===== config.mk =====
export PLATFORM = sky130hd
export DESIGN_NAME = glyph_quad_layout_clip
export DESIGN_NICKNAME = d
export VERILOG_FILES = /design/src/hw/rtl/gqlc_pkg.sv /design/src/hw/rtl/glyph_quad_layout_clip.sv /design/src/hw/rtl/gqlc_div.sv /design/src/hw/rtl/gqlc_ctrl.sv /design/src/hw/rtl/gqlc_dp.sv
export SDC_FILE = /design/constraint.sdc
export NUM_CORES = 2
export LEC_CHECK = 0
export BUFFER_PORTS_ARGS = -buffer_cell sky130_fd_sc_hd__buf_2
export CAP_MARGIN = 0
export CORE_ASPECT_RATIO = 2
export CORE_MARGIN = 5
export CORE_UTILIZATION = 50
export CTS_BUF_LIST = sky130_fd_sc_hd__clkbuf_16
export DETAILED_ROUTE_END_ITERATION = 10
export GPL_TIMING_DRIVEN = 0
export PLACE_DENSITY = 0.68
export SYNTH_ARGS = -nofsm -noshare
export SYNTH_HDL_FRONTEND = slang
export SYNTH_SLANG_ARGS = --single-unit

===== constraint.sdc =====
create_clock -name clk -period 15.8 [get_ports clk]
set_input_delay 3.16 -clock clk [delete_from_list [all_inputs] [get_ports clk]]
set_output_delay 3.16 -clock clk [all_outputs]
set_load 0.02 [all_outputs]

===== src/hw/rtl/gqlc_pkg.sv =====
// Package: shared types, register indexes and controller states for the glyph quad layout clip.
package gqlc_pkg;

  localparam int unsigned CoordW = 16;
  localparam int unsigned TexW   = 16;
  localparam int unsigned AddrW  = 5;

  typedef enum logic [1:0] {
    REQ_GLYPH   = 2'd0,
    REQ_NEWLINE = 2'd1,
    REQ_START   = 2'd2,
    REQ_UNUSED  = 2'd3
  } req_t;

  typedef enum logic [2:0] {
    REG_ORIGIN_X  = 3'd0,
    REG_ORIGIN_Y  = 3'd1,
    REG_MASK_LO_X = 3'd2,
    REG_MASK_LO_Y = 3'd3,
    REG_MASK_HI_X = 3'd4,
    REG_MASK_HI_Y = 3'd5,
    REG_WRAP_EN   = 3'd6,
    REG_WRAP_W    = 3'd7
  } reg_idx_t;

  typedef enum logic [3:0] {
    ST_IDLE,
    ST_WRAP,
    ST_PLACE,
    ST_SAT,
    ST_CLIP,
    ST_TEST,
    ST_DIV_START,
    ST_DIV_WAIT,
    ST_OUT
  } state_t;

  // Controller to datapath.
  typedef struct packed {
    logic       load;
    logic       wrap;
    logic       place;
    logic       sat;
    logic       clip;
    logic       div_start;
    logic [1:0] div_sel;
    logic       div_store;
    logic       out_load;
  } cmd_t;

  // Datapath to controller.
  typedef struct packed {
    logic is_glyph;
    logic hidden;
    logic div_done;
  } sts_t;

  function automatic logic [CoordW-1:0] sat16(input logic signed [19:0] v);
    if (v > 20'sd32767) begin
      return 16'h7fff;
    end else if (v < -20'sd32768) begin
      return 16'h8000;
    end
    return v[15:0];
  endfunction

endpackage


===== src/hw/rtl/glyph_quad_layout_clip.sv =====
// Top level: glyph layout and mask clipping with register port.
//
//  channel | ports                 | direction
//  in      | in_valid/in_ready     | element in
//  out     | out_valid/out_ready   | clipped quad out
//  cfg     | psel..pready          | register access
//
// Newline, start and unused elements are taken in idle. A glyph passes through the wrap,
// place, saturate, clip and test states; a visible one then scales its four texture
// corners one after another in the bit-serial divider.
// Reset is synchronous; registers return to their defaults.
// A held result stalls the controller until taken.
module glyph_quad_layout_clip import gqlc_pkg::*; (
  input  logic        clk,
  input  logic        rst_n,
  input  logic        in_valid,
  output logic        in_ready,
  input  logic [1:0]  in_req_type,
  input  logic [14:0] in_advance,
  input  logic signed [15:0] in_bearing_x,
  input  logic signed [15:0] in_bearing_y,
  input  logic [14:0] in_glyph_w,
  input  logic [14:0] in_glyph_h,
  input  logic [15:0] in_tex_low_u,
  input  logic [15:0] in_tex_low_v,
  input  logic [15:0] in_tex_high_u,
  input  logic [15:0] in_tex_high_v,
  input  logic signed [15:0] in_font_descender,
  input  logic [14:0] in_line_step,
  output logic        out_valid,
  input  logic        out_ready,
  output logic signed [15:0] out_quad_x0,
  output logic signed [15:0] out_quad_y0,
  output logic signed [15:0] out_quad_x1,
  output logic signed [15:0] out_quad_y1,
  output logic [15:0] out_quad_u0,
  output logic [15:0] out_quad_v0,
  output logic [15:0] out_quad_u1,
  output logic [15:0] out_quad_v1,
  input  logic        psel,
  input  logic        penable,
  input  logic        pwrite,
  input  logic [AddrW-1:0] paddr,
  input  logic [31:0] pwdata,
  output logic [31:0] prdata,
  output logic        pready
);
  logic signed [15:0] ox_r, oy_r, mlx_r, mly_r, mhx_r, mhy_r;
  logic        we_r;
  logic [14:0] ww_r;
  reg_idx_t    ridx;
  logic        wr;

  assign pready = 1'b1;
  assign ridx   = reg_idx_t'(paddr[AddrW-1:2]);
  assign wr     = psel && penable && pwrite && paddr[1:0] == 2'b00;

  always_ff @(posedge clk) begin
    if (!rst_n) begin
      ox_r <= '0; oy_r <= '0;
      mlx_r <= 16'h8000; mly_r <= 16'h8000;
      mhx_r <= 16'h7fff; mhy_r <= 16'h7fff;
      we_r <= 1'b0; ww_r <= 15'h7fff;
    end else if (wr) begin
      case (ridx)
        REG_ORIGIN_X:  ox_r  <= pwdata[15:0];
        REG_ORIGIN_Y:  oy_r  <= pwdata[15:0];
        REG_MASK_LO_X: mlx_r <= pwdata[15:0];
        REG_MASK_LO_Y: mly_r <= pwdata[15:0];
        REG_MASK_HI_X: mhx_r <= pwdata[15:0];
        REG_MASK_HI_Y: mhy_r <= pwdata[15:0];
        REG_WRAP_EN:   we_r  <= pwdata[0];
        REG_WRAP_W:    ww_r  <= pwdata[14:0];
        default: ;
      endcase
    end
  end

  always_comb begin
    case (ridx)
      REG_ORIGIN_X:  prdata = 32'(ox_r);
      REG_ORIGIN_Y:  prdata = 32'(oy_r);
      REG_MASK_LO_X: prdata = 32'(mlx_r);
      REG_MASK_LO_Y: prdata = 32'(mly_r);
      REG_MASK_HI_X: prdata = 32'(mhx_r);
      REG_MASK_HI_Y: prdata = 32'(mhy_r);
      REG_WRAP_EN:   prdata = {31'd0, we_r};
      REG_WRAP_W:    prdata = {17'd0, ww_r};
      default:       prdata = '0;
    endcase
  end

  cmd_t cmd;
  sts_t sts;

  gqlc_ctrl u_ctrl (
    .clk(clk), .rst_n(rst_n), .in_valid(in_valid), .in_ready(in_ready),
    .out_valid(out_valid), .out_ready(out_ready), .sts(sts), .cmd(cmd)
  );

  gqlc_dp u_dp (
    .clk(clk), .rst_n(rst_n), .cmd(cmd), .sts(sts),
    .in_req_type(in_req_type), .in_advance(in_advance),
    .in_bearing_x(in_bearing_x), .in_bearing_y(in_bearing_y),
    .in_glyph_w(in_glyph_w), .in_glyph_h(in_glyph_h),
    .in_tex_low_u(in_tex_low_u), .in_tex_low_v(in_tex_low_v),
    .in_tex_high_u(in_tex_high_u), .in_tex_high_v(in_tex_high_v),
    .in_font_descender(in_font_descender), .in_line_step(in_line_step),
    .origin_x(ox_r), .origin_y(oy_r),
    .mask_low_x(mlx_r), .mask_low_y(mly_r),
    .mask_high_x(mhx_r), .mask_high_y(mhy_r),
    .wrap_enable(we_r), .wrap_width(ww_r),
    .out_quad_x0(out_quad_x0), .out_quad_y0(out_quad_y0),
    .out_quad_x1(out_quad_x1), .out_quad_y1(out_quad_y1),
    .out_quad_u0(out_quad_u0), .out_quad_v0(out_quad_v0),
    .out_quad_u1(out_quad_u1), .out_quad_v1(out_quad_v1)
  );
endmodule


===== src/hw/rtl/gqlc_div.sv =====
// Iterative signed divider: one quotient bit a cycle, truncating toward zero.
module gqlc_div import gqlc_pkg::*; (
  input  logic               clk,
  input  logic               rst_n,
  input  logic               start,
  input  logic signed [33:0] num,
  input  logic        [16:0] den,
  output logic               done,
  output logic signed [33:0] quo
);
  logic [33:0] rem_r, rem_nxt, q_r, q_nxt;
  logic [5:0]  cnt_r, cnt_nxt;
  logic        busy_r, busy_nxt, neg_r, neg_nxt;
  logic [34:0] trial;
  logic [33:0] shifted;

  assign shifted = {rem_r[32:0], q_r[33]};
  assign trial   = {1'b0, shifted} - {18'd0, den};

  always_comb begin
    rem_nxt  = rem_r;
    q_nxt    = q_r;
    cnt_nxt  = cnt_r;
    busy_nxt = busy_r;
    neg_nxt  = neg_r;
    done     = 1'b0;
    if (start) begin
      neg_nxt  = num[33];
      q_nxt    = num[33] ? 34'(-num) : num;
      rem_nxt  = '0;
      cnt_nxt  = 6'd34;
      busy_nxt = 1'b1;
    end else if (busy_r) begin
      if (cnt_r == 6'd0) begin
        busy_nxt = 1'b0;
        done     = 1'b1;
      end else begin
        cnt_nxt = cnt_r - 6'd1;
        if (!trial[34]) begin
          rem_nxt = trial[33:0];
          q_nxt   = {q_r[32:0], 1'b1};
        end else begin
          rem_nxt = shifted;
          q_nxt   = {q_r[32:0], 1'b0};
        end
      end
    end
  end

  assign quo = neg_r ? -$signed(q_r) : $signed(q_r);

  always_ff @(posedge clk) begin
    if (!rst_n) begin
      busy_r <= 1'b0;
      cnt_r  <= '0;
    end else begin
      busy_r <= busy_nxt;
      cnt_r  <= cnt_nxt;
    end
    rem_r <= rem_nxt;
    q_r   <= q_nxt;
    neg_r <= neg_nxt;
  end
endmodule


===== src/hw/rtl/gqlc_ctrl.sv =====
// Controller: sequences one element through layout, clipping and texture scaling.
module gqlc_ctrl import gqlc_pkg::*; (
  input  logic clk,
  input  logic rst_n,
  input  logic in_valid,
  output logic in_ready,
  output logic out_valid,
  input  logic out_ready,
  input  sts_t sts,
  output cmd_t cmd
);
  state_t     state_r, state_nxt;
  logic [1:0] sel_r, sel_nxt;
  logic       ov_r, ov_nxt;

  always_comb begin
    state_nxt = state_r;
    sel_nxt   = sel_r;
    case (state_r)
      ST_IDLE: begin
        if (in_valid && in_ready) begin
          state_nxt = sts.is_glyph ? ST_WRAP : ST_IDLE;
        end
      end
      ST_WRAP:  state_nxt = ST_PLACE;
      ST_PLACE: state_nxt = ST_SAT;
      ST_SAT:   state_nxt = ST_CLIP;
      ST_CLIP:  state_nxt = ST_TEST;
      ST_TEST: begin
        sel_nxt   = 2'd0;
        state_nxt = sts.hidden ? ST_IDLE : ST_DIV_START;
      end
      ST_DIV_START: state_nxt = ST_DIV_WAIT;
      ST_DIV_WAIT: begin
        if (sts.div_done) begin
          sel_nxt   = sel_r + 2'd1;
          state_nxt = (sel_r == 2'd3) ? ST_OUT : ST_DIV_START;
        end
      end
      ST_OUT: begin
        if (!ov_r || out_ready) begin
          state_nxt = ST_IDLE;
        end
      end
      default: state_nxt = ST_IDLE;
    endcase
  end

  always_comb begin
    cmd           = '0;
    cmd.div_sel   = sel_r;
    in_ready      = (state_r == ST_IDLE);
    cmd.load      = in_valid && in_ready;
    cmd.wrap      = (state_r == ST_WRAP);
    cmd.place     = (state_r == ST_PLACE);
    cmd.sat       = (state_r == ST_SAT);
    cmd.clip      = (state_r == ST_CLIP);
    cmd.div_start = (state_r == ST_DIV_START);
    cmd.div_store = (state_r == ST_DIV_WAIT) && sts.div_done;
    cmd.out_load  = (state_r == ST_OUT) && (!ov_r || out_ready);
    ov_nxt = cmd.out_load ? 1'b1 : (out_ready ? 1'b0 : ov_r);
  end

  assign out_valid = ov_r;

  always_ff @(posedge clk) begin
    if (!rst_n) begin
      state_r <= ST_IDLE;
      sel_r   <= '0;
      ov_r    <= 1'b0;
    end else begin
      state_r <= state_nxt;
      sel_r   <= sel_nxt;
      ov_r    <= ov_nxt;
    end
  end
endmodule


===== src/hw/rtl/gqlc_dp.sv =====
// Datapath: pen state, box placement, clipping and texture scaling.
module gqlc_dp import gqlc_pkg::*; (
  input  logic clk,
  input  logic rst_n,
  input  cmd_t cmd,
  output sts_t sts,
  input  logic [1:0]  in_req_type,
  input  logic [14:0] in_advance,
  input  logic signed [15:0] in_bearing_x,
  input  logic signed [15:0] in_bearing_y,
  input  logic [14:0] in_glyph_w,
  input  logic [14:0] in_glyph_h,
  input  logic [15:0] in_tex_low_u,
  input  logic [15:0] in_tex_low_v,
  input  logic [15:0] in_tex_high_u,
  input  logic [15:0] in_tex_high_v,
  input  logic signed [15:0] in_font_descender,
  input  logic [14:0] in_line_step,
  input  logic signed [15:0] origin_x,
  input  logic signed [15:0] origin_y,
  input  logic signed [15:0] mask_low_x,
  input  logic signed [15:0] mask_low_y,
  input  logic signed [15:0] mask_high_x,
  input  logic signed [15:0] mask_high_y,
  input  logic        wrap_enable,
  input  logic [14:0] wrap_width,
  output logic signed [15:0] out_quad_x0,
  output logic signed [15:0] out_quad_y0,
  output logic signed [15:0] out_quad_x1,
  output logic signed [15:0] out_quad_y1,
  output logic [15:0] out_quad_u0,
  output logic [15:0] out_quad_v0,
  output logic [15:0] out_quad_u1,
  output logic [15:0] out_quad_v1
);
  logic signed [15:0] pen_x_r, pen_y_r;
  logic [14:0] adv_r, gw_r, gh_r, ls_r;
  logic signed [15:0] bx_r, by_r, desc_r;
  logic [15:0] u0_r, v0_r, u1_r, v1_r;
  logic signed [19:0] px_r, py_r;
  logic signed [15:0] x0_r, y0_r, x1_r, y1_r, kx0_r, ky0_r, kx1_r, ky1_r;
  logic [15:0] ru0_r, rv0_r, ru1_r, rv1_r;
  logic [15:0] qx0_r, qy0_r, qx1_r, qy1_r, qu0_r, qv0_r, qu1_r, qv1_r;

  logic signed [16:0] pen_y_ls;
  logic signed [16:0] pen_x_adv;
  logic               wrap_hit;

  assign pen_y_ls  = 17'(pen_y_r) + $signed({2'b00, ls_r});
  assign pen_x_adv = 17'(pen_x_r) + $signed({2'b00, adv_r});
  assign wrap_hit  = wrap_enable && (pen_x_adv > $signed({2'b00, wrap_width}));

  // Divider operand selection.
  logic signed [16:0] t0, t1, off, size;
  logic signed [33:0] num;
  logic signed [33:0] quo;
  logic        div_done;
  logic signed [17:0] dlt;

  always_comb begin
    case (cmd.div_sel)
      2'd0: begin
        t0 = {1'b0, u0_r}; t1 = {1'b0, u1_r};
        off = 17'(kx0_r) - 17'(x0_r); size = 17'(x1_r) - 17'(x0_r);
      end
      2'd1: begin
        t0 = {1'b0, v0_r}; t1 = {1'b0, v1_r};
        off = 17'(ky0_r) - 17'(y0_r); size = 17'(y1_r) - 17'(y0_r);
      end
      2'd2: begin
        t0 = {1'b0, u0_r}; t1 = {1'b0, u1_r};
        off = 17'(kx1_r) - 17'(x0_r); size = 17'(x1_r) - 17'(x0_r);
      end
      default: begin
        t0 = {1'b0, v0_r}; t1 = {1'b0, v1_r};
        off = 17'(ky1_r) - 17'(y0_r); size = 17'(y1_r) - 17'(y0_r);
      end
    endcase
    dlt = 18'(t1) - 18'(t0);
    num = 34'(dlt) * 34'($signed({1'b0, off}));
  end

  logic div_go;
  assign div_go = cmd.div_start && (size > 17'sd0);

  gqlc_div u_div (
    .clk   (clk),
    .rst_n (rst_n),
    .start (div_go),
    .num   (num),
    .den   (size),
    .done  (div_done),
    .quo   (quo)
  );

  logic pass_r;
  logic [15:0] scaled;
  // Zero-size axis: pass the selected corner through.
  always_comb begin
    if (pass_r) begin
      scaled = cmd.div_sel[1] ? t1[15:0] : t0[15:0];
    end else begin
      scaled = 16'(t0[15:0] + quo[15:0]);
    end
  end

  assign sts.is_glyph = (in_req_type == REQ_GLYPH);
  assign sts.hidden   = (kx0_r > kx1_r) || (ky0_r > ky1_r);
  assign sts.div_done = div_done || (pass_r && !cmd.div_start && !div_go);

  always_ff @(posedge clk) begin
    if (!rst_n) begin
      pen_x_r <= '0;
      pen_y_r <= '0;
      pass_r  <= 1'b0;
    end else begin
      if (cmd.load) begin
        case (in_req_type)
          REQ_START: begin
            pen_x_r <= '0;
            pen_y_r <= $signed({1'b0, in_line_step});
          end
          REQ_NEWLINE: begin
            pen_x_r <= '0;
            pen_y_r <= sat16(20'(17'(pen_y_r) + $signed({2'b00, in_line_step})));
          end
          default: ;
        endcase
      end
      if (cmd.wrap && wrap_hit) begin
        pen_x_r <= '0;
        pen_y_r <= sat16(20'(pen_y_ls));
      end
      if (cmd.place) begin
        pen_x_r <= sat16(20'(pen_x_adv));
      end
      if (cmd.div_start) begin
        pass_r <= !(size > 17'sd0);
      end else if (cmd.div_store) begin
        pass_r <= 1'b0;
      end
    end
  end

  always_ff @(posedge clk) begin
    if (cmd.load) begin
      adv_r <= in_advance; gw_r <= in_glyph_w; gh_r <= in_glyph_h; ls_r <= in_line_step;
      bx_r <= in_bearing_x; by_r <= in_bearing_y; desc_r <= in_font_descender;
      u0_r <= in_tex_low_u; v0_r <= in_tex_low_v;
      u1_r <= in_tex_high_u; v1_r <= in_tex_high_v;
    end
    if (cmd.place) begin
      px_r <= 20'(origin_x) + 20'(pen_x_r) + 20'(bx_r);
      py_r <= 20'(origin_y) + 20'(pen_y_r) - 20'(desc_r) - 20'(by_r)
              - $signed({5'd0, gh_r});
    end
    if (cmd.sat) begin
      x0_r <= sat16(px_r);
      y0_r <= sat16(py_r);
      x1_r <= sat16(px_r + $signed({5'd0, gw_r}));
      y1_r <= sat16(py_r + $signed({5'd0, gh_r}));
    end
    if (cmd.clip) begin
      kx0_r <= (x0_r > mask_low_x) ? x0_r : mask_low_x;
      ky0_r <= (y0_r > mask_low_y) ? y0_r : mask_low_y;
      kx1_r <= (x1_r < mask_high_x) ? x1_r : mask_high_x;
      ky1_r <= (y1_r < mask_high_y) ? y1_r : mask_high_y;
    end
    if (cmd.div_store) begin
      case (cmd.div_sel)
        2'd0:    ru0_r <= scaled;
        2'd1:    rv0_r <= scaled;
        2'd2:    ru1_r <= scaled;
        default: rv1_r <= scaled;
      endcase
    end
    if (cmd.out_load) begin
      qx0_r <= kx0_r; qy0_r <= ky0_r; qx1_r <= kx1_r; qy1_r <= ky1_r;
      qu0_r <= ru0_r; qv0_r <= rv0_r; qu1_r <= ru1_r; qv1_r <= rv1_r;
    end
  end

  assign out_quad_x0 = qx0_r;
  assign out_quad_y0 = qy0_r;
  assign out_quad_x1 = qx1_r;
  assign out_quad_y1 = qy1_r;
  assign out_quad_u0 = qu0_r;
  assign out_quad_v0 = qv0_r;
  assign out_quad_u1 = qu1_r;
  assign out_quad_v1 = qv1_r;
endmodule


==> results.yml <==
logic_synthesis:
  synth_cell_type_count: 105
  synth_edf_count: 565
  synth_nets: 6475
  synth.top_cell.area_share: 0.312
  netlist_area_mm2: 0.0544
  synth_flop_cell: "edfxtp_1"
  synth_area_per_cell_um2: 9.88
  postSynth.asyncResetShare: 0
  ys_ff_latch: 757
  synth_top_cell_by_area: "edfxtp_1"
  synth_cells: 5504
  ys_warn_count: 0
  yosys-top-cells-area: "edfxtp_1, ha_1, fa_1"
  ys_seq_area_frac: 0.383
finish:
  most-common-layout-cells: "inv_1, nand2_1, edfxtp_1"
  fillers: 9709
  drive_above_1_share: 0.111
  areaGrowthSynthToFinish_pct: 12.0
  multi_input_area_mm2: 0.0303
  nets: 6930
  regArea_mm2: 0.0208
  layout_commonest_cell: "inv_1"
floorplan:
  die_h_um: 476
  dieArea_mm2: 0.116
  rows: 171
  fp.dieW_um: 243
  initial_core_util: 0.502
  coreArea_mm2: 0.108
  num_io_pins: 381
global_routing:
  use_met3: 0.0585
  overflow: 0
  grt_pass1_wl_um: 275000
  grt_use_met1: 0.284
  grt_max_degree: 65
  grt_pass1_vias: 45600
  antenna_found_initial: 5
  grt_use_total: 0.317
  globalRouteMet2Util: 0.580
  top_usage_layer: "met2"
clock_tree:
  postCtsHoldBufs: 0
  clock_path_buffers: 3
  cts_root_buffer: "clkbuf_16"
  cts_tree: "yes"
  htreeDepth: 3
  cts_sinks: 757
  cts_buffers: 72
  clk_pin_slew_ns: 0.07
  clk-insertion-delay-late_ns: 0.68
timing:
  drv_slew: 0
  period_minus_slack_ns: 15.41
  hold_viol: 0
  rsz0062_at_grt: "no"
  skew_ns: 0.0256
  tightest_slew_ns: 1.46
  fmax_ghz: 0.0649
  slew_headroom: 0.0180
  fin_ws_ns: 0.391
  fin_crit_sh: 0.975
  setup_viol: 0
place:
  dpl_worst_slack_ns: -1.46
  dp_hpwl_um: 156000
  gp_congestion: 1.05
  port_buffers: 361
worst_setup_path:
  crit_buf_inv: 12
  crit_top_cell: "fa_1"
  crit_slowest_cell: "xor2_1"
  critPathTopFamily: "adder cells"
  max_stage_delay_ns: 0.70
  reg2reg_from: "u_ctrl.sel_r[1]"
  required_ns: 16.21
  path_class: "reg -> reg"
  cp.arrival_ns: 15.82
  critPathLaunch: "u_ctrl.sel_r[1]"
  crit_fanout: 19
  start_kind: "flop"
  cp-end-kind: "flop"
hold_path:
  hold_path.class: "reg -> reg"
  holdCritStartpoint: "u_dp.ru1_r[7]"
route:
  wire_per_inst_um: 25.4
  drc: 0
  first_pass_iters: 5
  routed_via_density: 5.91
  num_vias: 43800
  drt-initial-drc-count: 2627
  drtAntennaViolNets: 0
  wl_um: 188000
outcome:
  outcome: "finished, final reports clean"
run:
  cap_viol_max_count: 0
[metal layers]
metal	wire (µm)	share of wire
met5	0	0
met4	23600	0.13
met3	11600	0.061
met2	96400	0.51
met1	56700	0.30
[registers in the layout, indices dropped and copies added, names as in the netlist, 18 cells and up]
signal and cells:
u_dp.py_r 20, u_dp.u_div.q_r 34, u_dp.u_div.rem_r 33, u_dp.px_r 18
[synthesized netlist by cell type, drive strengths merged, types with 9 or more instances]
cell     number
nor3         86
maj3         11
a211o        13
a21oi       338
o21a         64
ha          469
and2         59
or2          16
nor3b        11
o41ai         9
nor4         17
buf          43
o21bai       46
nand3b       10
o22ai        26
o31ai        18
o2bb2ai      15
nand3        62
a31oi        31
nor2b        62
o21ai       244
fa          284
inv         657
and3         32
or3          25
a21boi       32
clkbuf      156
or4           9
mux2         57
a21o        137
a211oi       52
a221oi        9
nand2b       39
a311o        10
dfxtp       192
nor2        380
nand2       651
nand4        31
xnor2       179
mux2i        59
o211ai       63
xor2        110
edfxtp      565
o31a         10
[final timing paths]
check                             end  slack (ns)  cells after the start
setup / recovery   u_dp.u_div.q_r[33]        0.39                     46
hold / removal    u_dp.out_quad_u1[7]        0.42                      0
hold reg to reg   u_dp.out_quad_u1[7]        0.42                      0
setup reg to reg   u_dp.u_div.q_r[33]        0.39                     46
[stage by stage]
stage / utilization / instances / setup TNS, ns / cell area [µm²] / hold WS [ns]
6_report: 0.563 / 7405 / 0 / 60900 / 0.418
5_1_grt: 0.563 / 7403 / 0 / 60900 / 0.427
4_1_cts: 0.563 / 7402 / 0 / 60900 / 0.419
3_5_place_dp: 0.539 / 7272 / -30.75 / 58300 / 0.405
3_3_place_gp: 0.535 / 7249 / -32.11 / 57900 / 0.401
2_1_floorplan: - / 5504 / 0 / 54400 / 0.400
[cells by family (layout without fill, tap and decap cells)]
| family | after synthesis | after routing | synth area share |
|---|---|---|---|
| multiplexers | 117 | 117 | 0.0235 |
| adder cells (fa/ha/maj) | 764 | 764 | 0.215 |
| flip-flops | 757 | 757 | 0.383 |
| AND/OR/NAND/NOR | 1509 | 1509 | 0.125 |
| buffers and inverters | 859 | 1372 | 0.0617 |
| AO/OA/AOI/OAI | 1206 | 1206 | 0.145 |
| XOR/XNOR | 291 | 291 | 0.0481 |
| other | 1 | 5 | 0.0000690 |
[cell type report]
type,count,share of cell area
Multi-Input combinational cell,3888,0.498
Sequential cell,757,0.342
Inverter,660,0.0407
Timing Repair Buffer,384,0.0350
Clock buffer,79,0.0325
Tap cell,1384,0.0284
Buffer,196,0.0146
Clock inverter,53,0.00943
Antenna cell,4,0.000164
[repair_timing]
action | 4_1_cts | 5_1_grt
setup buffers | 0 | 0
gates resized for setup | 8 | 10
endpoints found under the setup margin | 34 | 31
Power is not shown: default switching activity piles up to over one toggle a cycle in this logic, so the estimate is an artifact.
